File: src/hdl/mtgd_pkg.sv
// Types and constants of the multi-tap gesture detector.
package mtgd_pkg;

	// Result codes
	localparam logic [1:0] TRIG_NONE      = 2'd0;
	localparam logic [1:0] TRIG_ONGOING   = 2'd1;
	localparam logic [1:0] TRIG_TRIGGERED = 2'd2;

	// Configuration register indexes
	localparam logic [1:0] CFG_TAP_WINDOW   = 2'd0;
	localparam logic [1:0] CFG_REPEAT_DELAY = 2'd1;
	localparam logic [1:0] CFG_TAPS_NEEDED  = 2'd2;

	// Configuration reset values
	localparam logic [23:0] TAP_WINDOW_RST   = 24'd200000;
	localparam logic [23:0] REPEAT_DELAY_RST = 24'd500000;
	localparam logic [3:0]  TAPS_NEEDED_RST  = 4'd2;

	typedef logic [1:0] trig_t;

	typedef struct packed {
		logic [23:0] tap_window_us;
		logic [23:0] repeat_delay_us;
		logic [3:0]  taps_needed;
	} cfg_t;

	typedef struct packed {
		logic [31:0] held_time;
		logic        was_active;
		logic [3:0]  taps_so_far;
		logic [31:0] gap_time;
	} state_t;

	typedef struct packed {
		logic        active;
		logic [19:0] delta_us;
		logic        press_seen;
		logic        release_seen;
		logic [63:0] first_press_time;
		logic [63:0] last_release_time;
	} item_t;

endpackage

File: src/hdl/mtgd_step.sv
// Next-state and result logic for one frame of the multi-tap detector.
module mtgd_step (
	input  mtgd_pkg::cfg_t   cfg,
	input  mtgd_pkg::state_t cur,
	input  mtgd_pkg::item_t  item,
	output mtgd_pkg::state_t nxt,
	output mtgd_pkg::trig_t  result
);

	logic [32:0] held_sum;
	logic [31:0] held_new;
	logic [32:0] gap_sum;
	logic [31:0] gap_acc;
	logic        hold_drop;
	logic        gap_drop;
	logic [64:0] dur_diff;
	logic        short_dur;
	logic        in_frame_tap;
	logic        release_tap;
	logic [3:0]  taps_inc;

	// Saturating held time, cleared when inactive
	assign held_sum = {1'b0, cur.held_time} + {13'd0, item.delta_us};
	assign held_new = !item.active ? 32'd0 :
		(held_sum[32] ? 32'hFFFF_FFFF : held_sum[31:0]);

	// Gap time runs only while a sequence is open
	assign gap_sum = {1'b0, cur.gap_time} + {13'd0, item.delta_us};
	assign gap_acc = (cur.taps_so_far == 4'd0) ? cur.gap_time :
		(gap_sum[32] ? 32'hFFFF_FFFF : gap_sum[31:0]);

	assign hold_drop = held_new >= {8'd0, cfg.tap_window_us};
	assign gap_drop  = (cur.taps_so_far != 4'd0) && (gap_acc > {8'd0, cfg.repeat_delay_us});

	// In-frame duration; out-of-order stamps count as zero length
	assign dur_diff  = {1'b0, item.last_release_time} - {1'b0, item.first_press_time};
	assign short_dur = dur_diff[64] || (dur_diff[63:0] <= {40'd0, cfg.tap_window_us});

	assign in_frame_tap = item.press_seen && item.release_seen && !item.active && short_dur;
	assign release_tap  = cur.was_active && !item.active &&
		(cur.held_time < {8'd0, cfg.tap_window_us});
	assign taps_inc     = cur.taps_so_far + 4'd1;

	// Drops first, then taps, then the ongoing check
	always_comb begin
		nxt.held_time   = held_new;
		nxt.was_active  = item.active;
		nxt.taps_so_far = cur.taps_so_far;
		nxt.gap_time    = gap_acc;
		result          = mtgd_pkg::TRIG_NONE;
		priority if (hold_drop || gap_drop) begin
			nxt.taps_so_far = 4'd0;
			nxt.gap_time    = 32'd0;
		end else if (in_frame_tap || release_tap) begin
			nxt.gap_time = 32'd0;
			if (taps_inc >= cfg.taps_needed) begin
				nxt.taps_so_far = 4'd0;
				result          = mtgd_pkg::TRIG_TRIGGERED;
			end else begin
				nxt.taps_so_far = taps_inc;
				result          = mtgd_pkg::TRIG_ONGOING;
			end
		end else if ((cur.taps_so_far != 4'd0) || item.active) begin
			result = mtgd_pkg::TRIG_ONGOING;
		end else begin
			result = mtgd_pkg::TRIG_NONE;
		end
	end

endmodule

File: src/hdl/multi_tap_gesture_detector_unit.sv
// Multi-tap gesture detector: one frame request in, one trigger state out per frame.
// Takes one frame request per clock while the output is not stalled and returns one result
// per request through the input and output registers. The frame lands in an input
// register, a single pass of saturating adds and compares (held time, gap time,
// a 64-bit timestamp difference) updates the tap state, and the trigger state is
// held in an output register until taken. Configuration writes take effect on the
// next frame and are expected only while no request is in flight.
module multi_tap_gesture_detector_unit (
	input  logic        clk,
	input  logic        arst_n,
	// Frame request channel
	input  logic        in_valid,
	output logic        in_stall,
	input  logic        active,
	input  logic [19:0] delta_us,
	input  logic        press_seen,
	input  logic        release_seen,
	input  logic [63:0] first_press_time,
	input  logic [63:0] last_release_time,
	// Result channel
	output logic        out_valid,
	input  logic        out_stall,
	output logic [1:0]  trigger_state,
	// Configuration write port
	input  logic        cfg_we,
	input  logic [1:0]  cfg_index,
	input  logic [23:0] cfg_data
);

	mtgd_pkg::cfg_t   cfg_q;
	mtgd_pkg::state_t state_q;
	mtgd_pkg::state_t state_nxt;
	mtgd_pkg::item_t  item_s1;
	mtgd_pkg::trig_t  result;
	mtgd_pkg::trig_t  trig_q;
	logic             valid_s1;
	logic             out_valid_q;
	logic             adv_s1;
	logic             in_acc;

	// Handshake: stage 1 moves on when the output register is free or being taken
	assign adv_s1    = valid_s1 && (!out_valid_q || !out_stall);
	assign in_stall  = valid_s1 && !adv_s1;
	assign in_acc    = in_valid && !in_stall;
	assign out_valid = out_valid_q;
	assign trigger_state = trig_q;

	// Configuration registers
	always_ff @(posedge clk or negedge arst_n) begin
		if (!arst_n) begin
			cfg_q.tap_window_us   <= mtgd_pkg::TAP_WINDOW_RST;
			cfg_q.repeat_delay_us <= mtgd_pkg::REPEAT_DELAY_RST;
			cfg_q.taps_needed     <= mtgd_pkg::TAPS_NEEDED_RST;
		end else if (cfg_we) begin
			unique case (cfg_index)
				mtgd_pkg::CFG_TAP_WINDOW:   cfg_q.tap_window_us   <= cfg_data;
				mtgd_pkg::CFG_REPEAT_DELAY: cfg_q.repeat_delay_us <= cfg_data;
				mtgd_pkg::CFG_TAPS_NEEDED:  cfg_q.taps_needed     <= cfg_data[3:0];
				default: ;
			endcase
		end
	end

	// Input register valid
	always_ff @(posedge clk or negedge arst_n) begin
		if (!arst_n) begin
			valid_s1 <= 1'b0;
		end else if (in_acc) begin
			valid_s1 <= 1'b1;
		end else if (adv_s1) begin
			valid_s1 <= 1'b0;
		end
	end

	// Input register payload
	always_ff @(posedge clk) begin
		if (in_acc) begin
			item_s1.active            <= active;
			item_s1.delta_us          <= delta_us;
			item_s1.press_seen        <= press_seen;
			item_s1.release_seen      <= release_seen;
			item_s1.first_press_time  <= first_press_time;
			item_s1.last_release_time <= last_release_time;
		end
	end

	mtgd_step u_step (
		.cfg    (cfg_q),
		.cur    (state_q),
		.item   (item_s1),
		.nxt    (state_nxt),
		.result (result)
	);

	// Tap state
	always_ff @(posedge clk or negedge arst_n) begin
		if (!arst_n) begin
			state_q <= '0;
		end else if (adv_s1) begin
			state_q <= state_nxt;
		end
	end

	// Output register valid
	always_ff @(posedge clk or negedge arst_n) begin
		if (!arst_n) begin
			out_valid_q <= 1'b0;
		end else if (adv_s1) begin
			out_valid_q <= 1'b1;
		end else if (!out_stall) begin
			out_valid_q <= 1'b0;
		end
	end

	// Output register payload
	always_ff @(posedge clk) begin
		if (adv_s1) begin
			trig_q <= result;
		end
	end

endmodule

File: config.mk
export PLATFORM = sky130hd
export DESIGN_NAME = multi_tap_gesture_detector_unit
export DESIGN_NICKNAME = d
export VERILOG_FILES = /design/src/hdl/mtgd_pkg.sv /design/src/hdl/mtgd_step.sv /design/src/hdl/multi_tap_gesture_detector_unit.sv
export SDC_FILE = /design/constraint.sdc
export NUM_CORES = 1
export LEC_CHECK = 0
export BUFFER_PORTS_ARGS = -buffer_cell sky130_fd_sc_hd__clkbuf_2
export CORE_MARGIN = 1
export CORE_UTILIZATION = 64
export CTS_BUF_LIST = sky130_fd_sc_hd__clkbuf_2 sky130_fd_sc_hd__clkbuf_4 sky130_fd_sc_hd__clkbuf_8
export CTS_CLUSTER_DIAMETER = 120
export DETAILED_ROUTE_END_ITERATION = 10
export PLACE_DENSITY = 0.85
export RECOVER_POWER = 25
export SKIP_LAST_GASP = 1
export SYNTH_ARGS = -nofsm -noshare
export SYNTH_HDL_FRONTEND = slang
export SYNTH_SLANG_ARGS = --single-unit
File: constraint.sdc
create_clock -name clk -period 10.35 [get_ports clk]
set_clock_uncertainty 0.1 [all_clocks]
set_input_delay 1.035 -clock clk [delete_from_list [all_inputs] [get_ports clk]]
set_output_delay 1.035 -clock clk [all_outputs]
set_load 0.02 [all_outputs]
After elaboration in Yosys (flattened, before gate mapping)
Index checks and enable logic that the tools add are counted.
- register bits: 276
- input bits: 182
- add/subtract/negate cells: 4
- $lt $le $gt $ge: 5
- equality and inequality tests: 3
- multiplexer cells: 14
- reductions and logical operators: 28
- operator list (operator ; count):
    32-bit two-way mux ; 4
    36-bit two-way mux ; 2
    32-bit by 20-bit adder with 33-bit output ; 2
    64-bit by 64-bit subtractor with 65-bit output ; 1
    64-bit by 24-bit less-or-equal comparator with 1-bit output ; 1
    32-bit by 24-bit greater-or-equal comparator with 1-bit output ; 1
    32-bit by 24-bit greater-than comparator with 1-bit output ; 1
    32-bit by 24-bit < comparator with 1-bit output ; 1
    1-bit logical AND ; 9
    2-bit AND reduction ; 4
    1-bit logical NOT ; 5
    1-bit logical OR ; 5
    1-bit two-way mux ; 5
    4-bit by 1-bit adder with 4-bit output, second input constant ; 1
    4-bit greater-or-equal comparator ; 1
    4-bit logical NOT ; 1
    2-bit two-way mux ; 2
    4-bit two-way mux ; 1
    2-bit nonzero test ; 2
    4-bit nonzero test ; 1
    2-bit by 1-bit equality test with 1-bit output, second input constant ; 1
    2-bit equality test, second input constant ; 1
    2-bit logical NOT ; 1
    2-bit by 1-bit inequality test with 1-bit output, second input constant ; 1

Longest topological paths before layout
- depth in word-level cells: 8
- gate-level depth with buffers: 25
- gate-level depth less buffers: 25

Cells and area by module
From an unflattened synthesis, not the netlist that was laid out.
- cells, all modules: 2052
- area, all modules: 20038.0 um^2
- modules (own cells, without submodules) (module ; instances ; cells each ; area an instance (um^2) ; sequential area each (um^2)):
    mtgd_step ; 1 ; 1635 ; 10791.6 ; 0.0
    multi_tap_gesture_detector_unit ; 1 ; 417 ; 9246.4 ; 7689.9

Least setup slack after synthesis
Ideal clock, no wire load.
- path kind: register to register
- from: register state_q[37] (netlist name)
- to: register state_q[24] (netlist name)
- setup time: 0.067 ns
- arrival time: 5.396 ns
- data required time: 10.183 ns
- setup slack: 4.787 ns
- stages on the path, launching flop included: 25
- buffers on the path: 2
- cell sequence: dfrtp_1 -> ha_1 -> fa_1 -> a21o_1 -> a221oi_2 -> a211oi_1 -> nor4_2 -> o22ai_1 -> and4_1 -> clkbuf_1 -> clkbuf_1 -> o21ai_0 -> ha_1 -> nand2b_1 -> a21o_1 -> a21oi_1 -> o21ai_0 -> a21o_1 -> a211oi_1 -> o32ai_1 -> a311o_1 -> a211oi_2 -> a31oi_1 -> nand2_1 -> o2111a_1
- cells in the longest elaborated chain, start to end: 6
- elaborated cells between the ends (all ways): 10
- RTL lines (what ; line ; RTL):
    start, declared ; multi_tap_gesture_detector_unit.sv:31 ; mtgd_pkg::state_t state_q;
    start signal, assigned ; multi_tap_gesture_detector_unit.sv:100 ; state_q <= state_nxt;
    32-bit by 20-bit adder with 33-bit output ; mtgd_step.sv:23 ; assign held_sum = {1'b0, cur.held_time} + {13'd0, item.delta_us};
    32-bit two-way mux ; mtgd_step.sv:25 ; (held_sum[32] ? 32'hFFFF_FFFF : held_sum[31:0]);
    32-bit two-way mux ; mtgd_step.sv:24 ; assign held_new = !item.active ? 32'd0 :
    32-bit by 24-bit greater-or-equal comparator with 1-bit output ; mtgd_step.sv:32 ; assign hold_drop = held_new >= {8'd0, cfg.tap_window_us};
    1-bit logical OR ; mtgd_step.sv:51 ; priority if (hold_drop || gap_drop) begin
    36-bit two-way mux (*) ; mtgd_step.sv:51 ;
Every way passes the cells marked *; elsewhere a longest branch is shown, timed or not. The select of a mux whose other input is x is not followed.
A chain may end at the register's enable or synchronous reset.

Worst setup path after layout
- from: register item_s1[64] (netlist name)
- to: register state_q[12] (netlist name)
- cells in the longest elaborated chain, start to end: 7
- RTL lines (what ; line ; RTL):
    start, declared ; multi_tap_gesture_detector_unit.sv:33 ; mtgd_pkg::item_t item_s1;
    64-bit by 64-bit subtractor with 65-bit output (*) ; mtgd_step.sv:36 ; assign dur_diff = {1'b0, item.last_release_time} - {1'b0, item.first_press_time};
    64-bit by 24-bit less-or-equal comparator with 1-bit output ; mtgd_step.sv:37 ; assign short_dur = dur_diff[64] || (dur_diff[63:0] <= {40'd0, cfg.tap_window_us});
    1-bit logical OR (*) ; mtgd_step.sv:37 ;
    1-bit logical AND (*) ; mtgd_step.sv:39 ; assign in_frame_tap = item.press_seen && item.release_seen && !item.active && short_dur;
    1-bit logical OR (*) ; mtgd_step.sv:54 ; end else if (in_frame_tap || release_tap) begin
    36-bit two-way mux (*) ; mtgd_step.sv:54 ;
    36-bit two-way mux (*) ; mtgd_step.sv:51 ;
Marked as above.

==> results by group <==
Synth
  – Most frequent cell after synthesis: nand2_1
  – Ys Warns: 0
  – Distinct cell type count after synthesis: 92
  – Post-synthesis sequential area ratio: 0.384
  – Synth top cells by count: nand2_1 (216), ha_1 (205), a21oi_1 (186), edfxtp_1 (153), inv_1 (146)
  – Synth area leader: edfxtp_1
  – Syn_area_per_cell: 9.43 µm²
  – Top cell type's share of synthesized area: 0.230
  – Net Count, Synth: 2510
  – Post-synthesis cell count: 2120
  – Synthesized area: 20000 µm²
  – Ranking of synthesized cells by area: edfxtp_1 (23%), dfrtp_1 (14%), ha_1 (13%)
  – Post-synth top flop: edfxtp_1
  – EDFF count, synth: 153
  – #FFs+latches synth: 276
  – Post-synth ARST share: 0.446

Power and ir drop
  – Final Total Pwr: 4.58 mW
  – Sequential Power Share: 0.322
  – Switch share: 0.399
  – Maximum VDD drop: 128 µV
  – Switch Pwr: 1.83 mW
  – P_int: 2.75 mW
  – Cell Pwr Density: 208 nW/µm²
  – Comb pwr share: 0.464
  – Clock Power Share: 0.214
  – Static leakage: 9.79 nW

Clock network
  – H-tree Lvls: 2
  – Max Root-Sink Buffers: 3
  – Clock Latency Late Sink: 620 ps
  – Clock root buffer: clkbuf_8
  – CTS Sinks: 276
  – TritonCTS Buffers: 47
  – Hold-fix buffers, CTS: 0
  – CTS clk-pin slew, worst paths: 60 ps
  – CTS tree: done
  – Postcts setup bufs: 0
  – CTS resizes: 0

STA
  – Tmin final: 6880 ps
  – Fin. Hold Viols: 0
  – Period utilization: 0.664
  – Fin Setup TNS: 0 ps
  – Fin. max-slew vios: 0
  – Worst slew margin: 0.275
  – RSZ-0062 raised after global routing: no
  – F_max: 145 MHz
  – Worst slew pin tran: 1080 ps
  – Final count of negative-setup-slack endpoints: 0

Die
  – Die Ht: 179 µm
  – Die footprint: 32000 µm²
  – Starting Density: 0.652
  – Total core area: 30700 µm²
  – Rows: 64
  – I/O pin count: 186
  – Die W: 179 µm

Detailed routing
  – Vias per inst: 6.49
  – DR iter-0 viols: 1595
  – Post-DRT Antenna Nets: 0
  – Drt drc: 0
  – Drt first pass iters: 6
  – Total number of vias: 17600
  – Avg WL per Cell: 20.8 µm
  – Routed WL: 56.3 mm

Critical path
  – R2R Path End: state_q[12]$_DFFE_PN0P_
  – Worst path max stage delay: 700 ps
  – Crit path from: item_s1[64]$_DFFE_PP_
  – CP Launch Type: register
  – Worst-path cell chain: ha_1 -> fa_1 -> nand2b_1 -> a21oi_1 -> o21ai_0 -> a311oi_1 -> nor2_1 -> xnor2_1 -> ha_1 -> and4_1 -> a221oi_1 -> a21oi_1 -> a311oi_1 -> o2111ai_1 -> a2111oi_0 -> nand4_1 -> or4b_4 -> or3_4 -> nand3_4 -> o21ai_0
  – Required @ worst endpoint: 10720 ps
  – Worst-path maximum fanout: 24
  – Worst setup EP type: register
  – Worst setup path class: reg2reg
  – Critical path buffers and inverters: 0
  – CP delay by family, top: compound AO/OA/AOI/OAI gates
  – Worst reg-to-reg setup slack: 3470 ps
  – RR Startpoint: item_s1[64]$_DFFE_PP_
  – Arrival @ worst endpoint: 7250 ps
  – Slowest-stage cell, CP: a311oi_1
  – Reg2reg path depth: 20

Placed design
  – Hpwl dp: 43.1 mm
  – IO buf count: 185
  – GP Congestion: 1.06

Final layout
  – P&R area growth vs syn: 10.2%
  – Final antenna diode count: 0
  – Nets: 2665
  – Share of layout cells above drive strength 1: 0.175
  – Fill cell count: 2336

GRT
  – Grt ovf: 0
  – GR Util All Layers: 0.353
  – First-pass GRT wire length: 87.3 mm
  – Vias in the first global route: 16800
  – Antenna violations before repair: 0
  – Largest net degree at the start of global routing: 87

Run
  – Max-Cap Viols: 0

Status
  – Outcome: complete, no violations

Hold path
  – Min-Delay Path Class: in2async
## flip-flops by register name, indices dropped and copies added (netlist names)
| name | flops |
|---|---|
| cfg_q | 52 |
| item_s1 | 151 |
| out_valid | 1 |
| state_q | 69 |
| trigger_state | 2 |
| valid_s1 | 1 |
## power by group through the flow
| stage | sequential (mW) | combinational (mW) | clock, mW |
|---|---|---|---|
| 2_1_floorplan | 1.45 | 1.58 | 0 |
| 3_3_place_gp | 1.48 | 1.98 | 0 |
| 3_5_place_dp | 1.49 | 2.06 | 0 |
| 4_1_cts | 1.47 | 2.08 | 0.997 |
| 5_1_grt | 1.49 | 2.32 | 1.04 |
| 6_report | 1.48 | 2.12 | 0.979 |
## cells in the final DEF (no fill, tap or decap), drive strengths merged, types with 16 or more instances in the layout
cell type | netlist | final
nor3 | 29 | 29
a21boi | 17 | 17
ha | 205 | 205
nand4 | 67 | 67
edfxtp | 153 | 153
o22a | 21 | 21
o21a | 34 | 34
nand3 | 53 | 53
xnor2 | 49 | 49
inv | 146 | 146
mux2 | 55 | 55
a21oi | 192 | 192
a31oi | 23 | 23
and4 | 16 | 16
xor2 | 29 | 29
o211ai | 19 | 19
dfrtp | 109 | 109
clkbuf | 61 | 251
nand2b | 32 | 32
o21ai | 154 | 154
nand2 | 217 | 217
a211oi | 21 | 21
nor2 | 99 | 99
a21o | 75 | 75
## worst register-to-register path: stages, from the launching register on
cell	delay, ps
edfxtp_1	370
ha_1	220
fa_1	410
nand2b_1	180
a21oi_1	320
o21ai_0	200
a311oi_1	700
nor2_1	110
xnor2_1	170
ha_1	330
and4_1	220
a221oi_1	370
a21oi_1	80
a311oi_1	400
o2111ai_1	160
a2111oi_0	550
nand4_1	220
or4b_4	610
or3_4	390
nand3_4	400
o21ai_0	210
## per-stage QoR
step	cell area [µm²]	hold slack [ps]	utilization	cells	setup slack, ps
3_5_place_dp	21100	395	0.689	2622	3590
3_3_place_gp	21100	366	0.689	2622	3760
5_1_grt	22000	385	0.719	2706	3090
6_report	22000	333	0.719	2706	3470
2_1_floorplan	20000	338	-	2120	4790
4_1_cts	22000	338	0.719	2706	3580
## final cells by class
| cell class | count | area, µm² | share of cell area |
|---|---|---|---|
| inverters | 146 | 548 | 0.0249 |
| multi-input cells | 1608 | 11400 | 0.516 |
| clock inverters | 17 | 88.8 | 0.00403 |
| flip-flops and latches | 276 | 7690 | 0.349 |
| clock buffers | 67 | 835 | 0.0379 |
| well taps | 396 | 495 | 0.0225 |
| repair buffers | 196 | 1010 | 0.0457 |
## worst max path at each step
| stage | to | depth (start not counted) |
|---|---|---|
| 6_report | state_q[12]$_DFFE_PN0P_ | 20 |
| 3_5_place_dp | state_q[12]$_DFFE_PN0P_ | 20 |
| 4_1_cts | state_q[11]$_DFFE_PN0P_ | 20 |
| 2_1_floorplan | state_q[24]$_DFFE_PN0P_ | 24 |
| 3_3_place_gp | state_q[12]$_DFFE_PN0P_ | 20 |
| 5_1_grt | state_q[11]$_DFFE_PN0P_ | 21 |
## cell families after synthesis
logic type / share of synthesized area
xor gates and xnor gates: 0.0342
muxes: 0.0330
DFF: 0.384
buffers and inverters: 0.0476
and+or+nand+nor: 0.148
adders and majority gates: 0.131
AOI/OAI and AO/OA: 0.222
## metal layers
metal	wire (µm)	up-vias	global-route usage	share of wire
met5	0	-	0	0
met4	2890	0	0.184	0.051
met3	3960	171	0.0445	0.070
met2	26100	823	0.576	0.46
met1	23400	8362	0.458	0.41
li1	-	8195	-	-
Note: power is estimated with default switching activity, not from simulation.
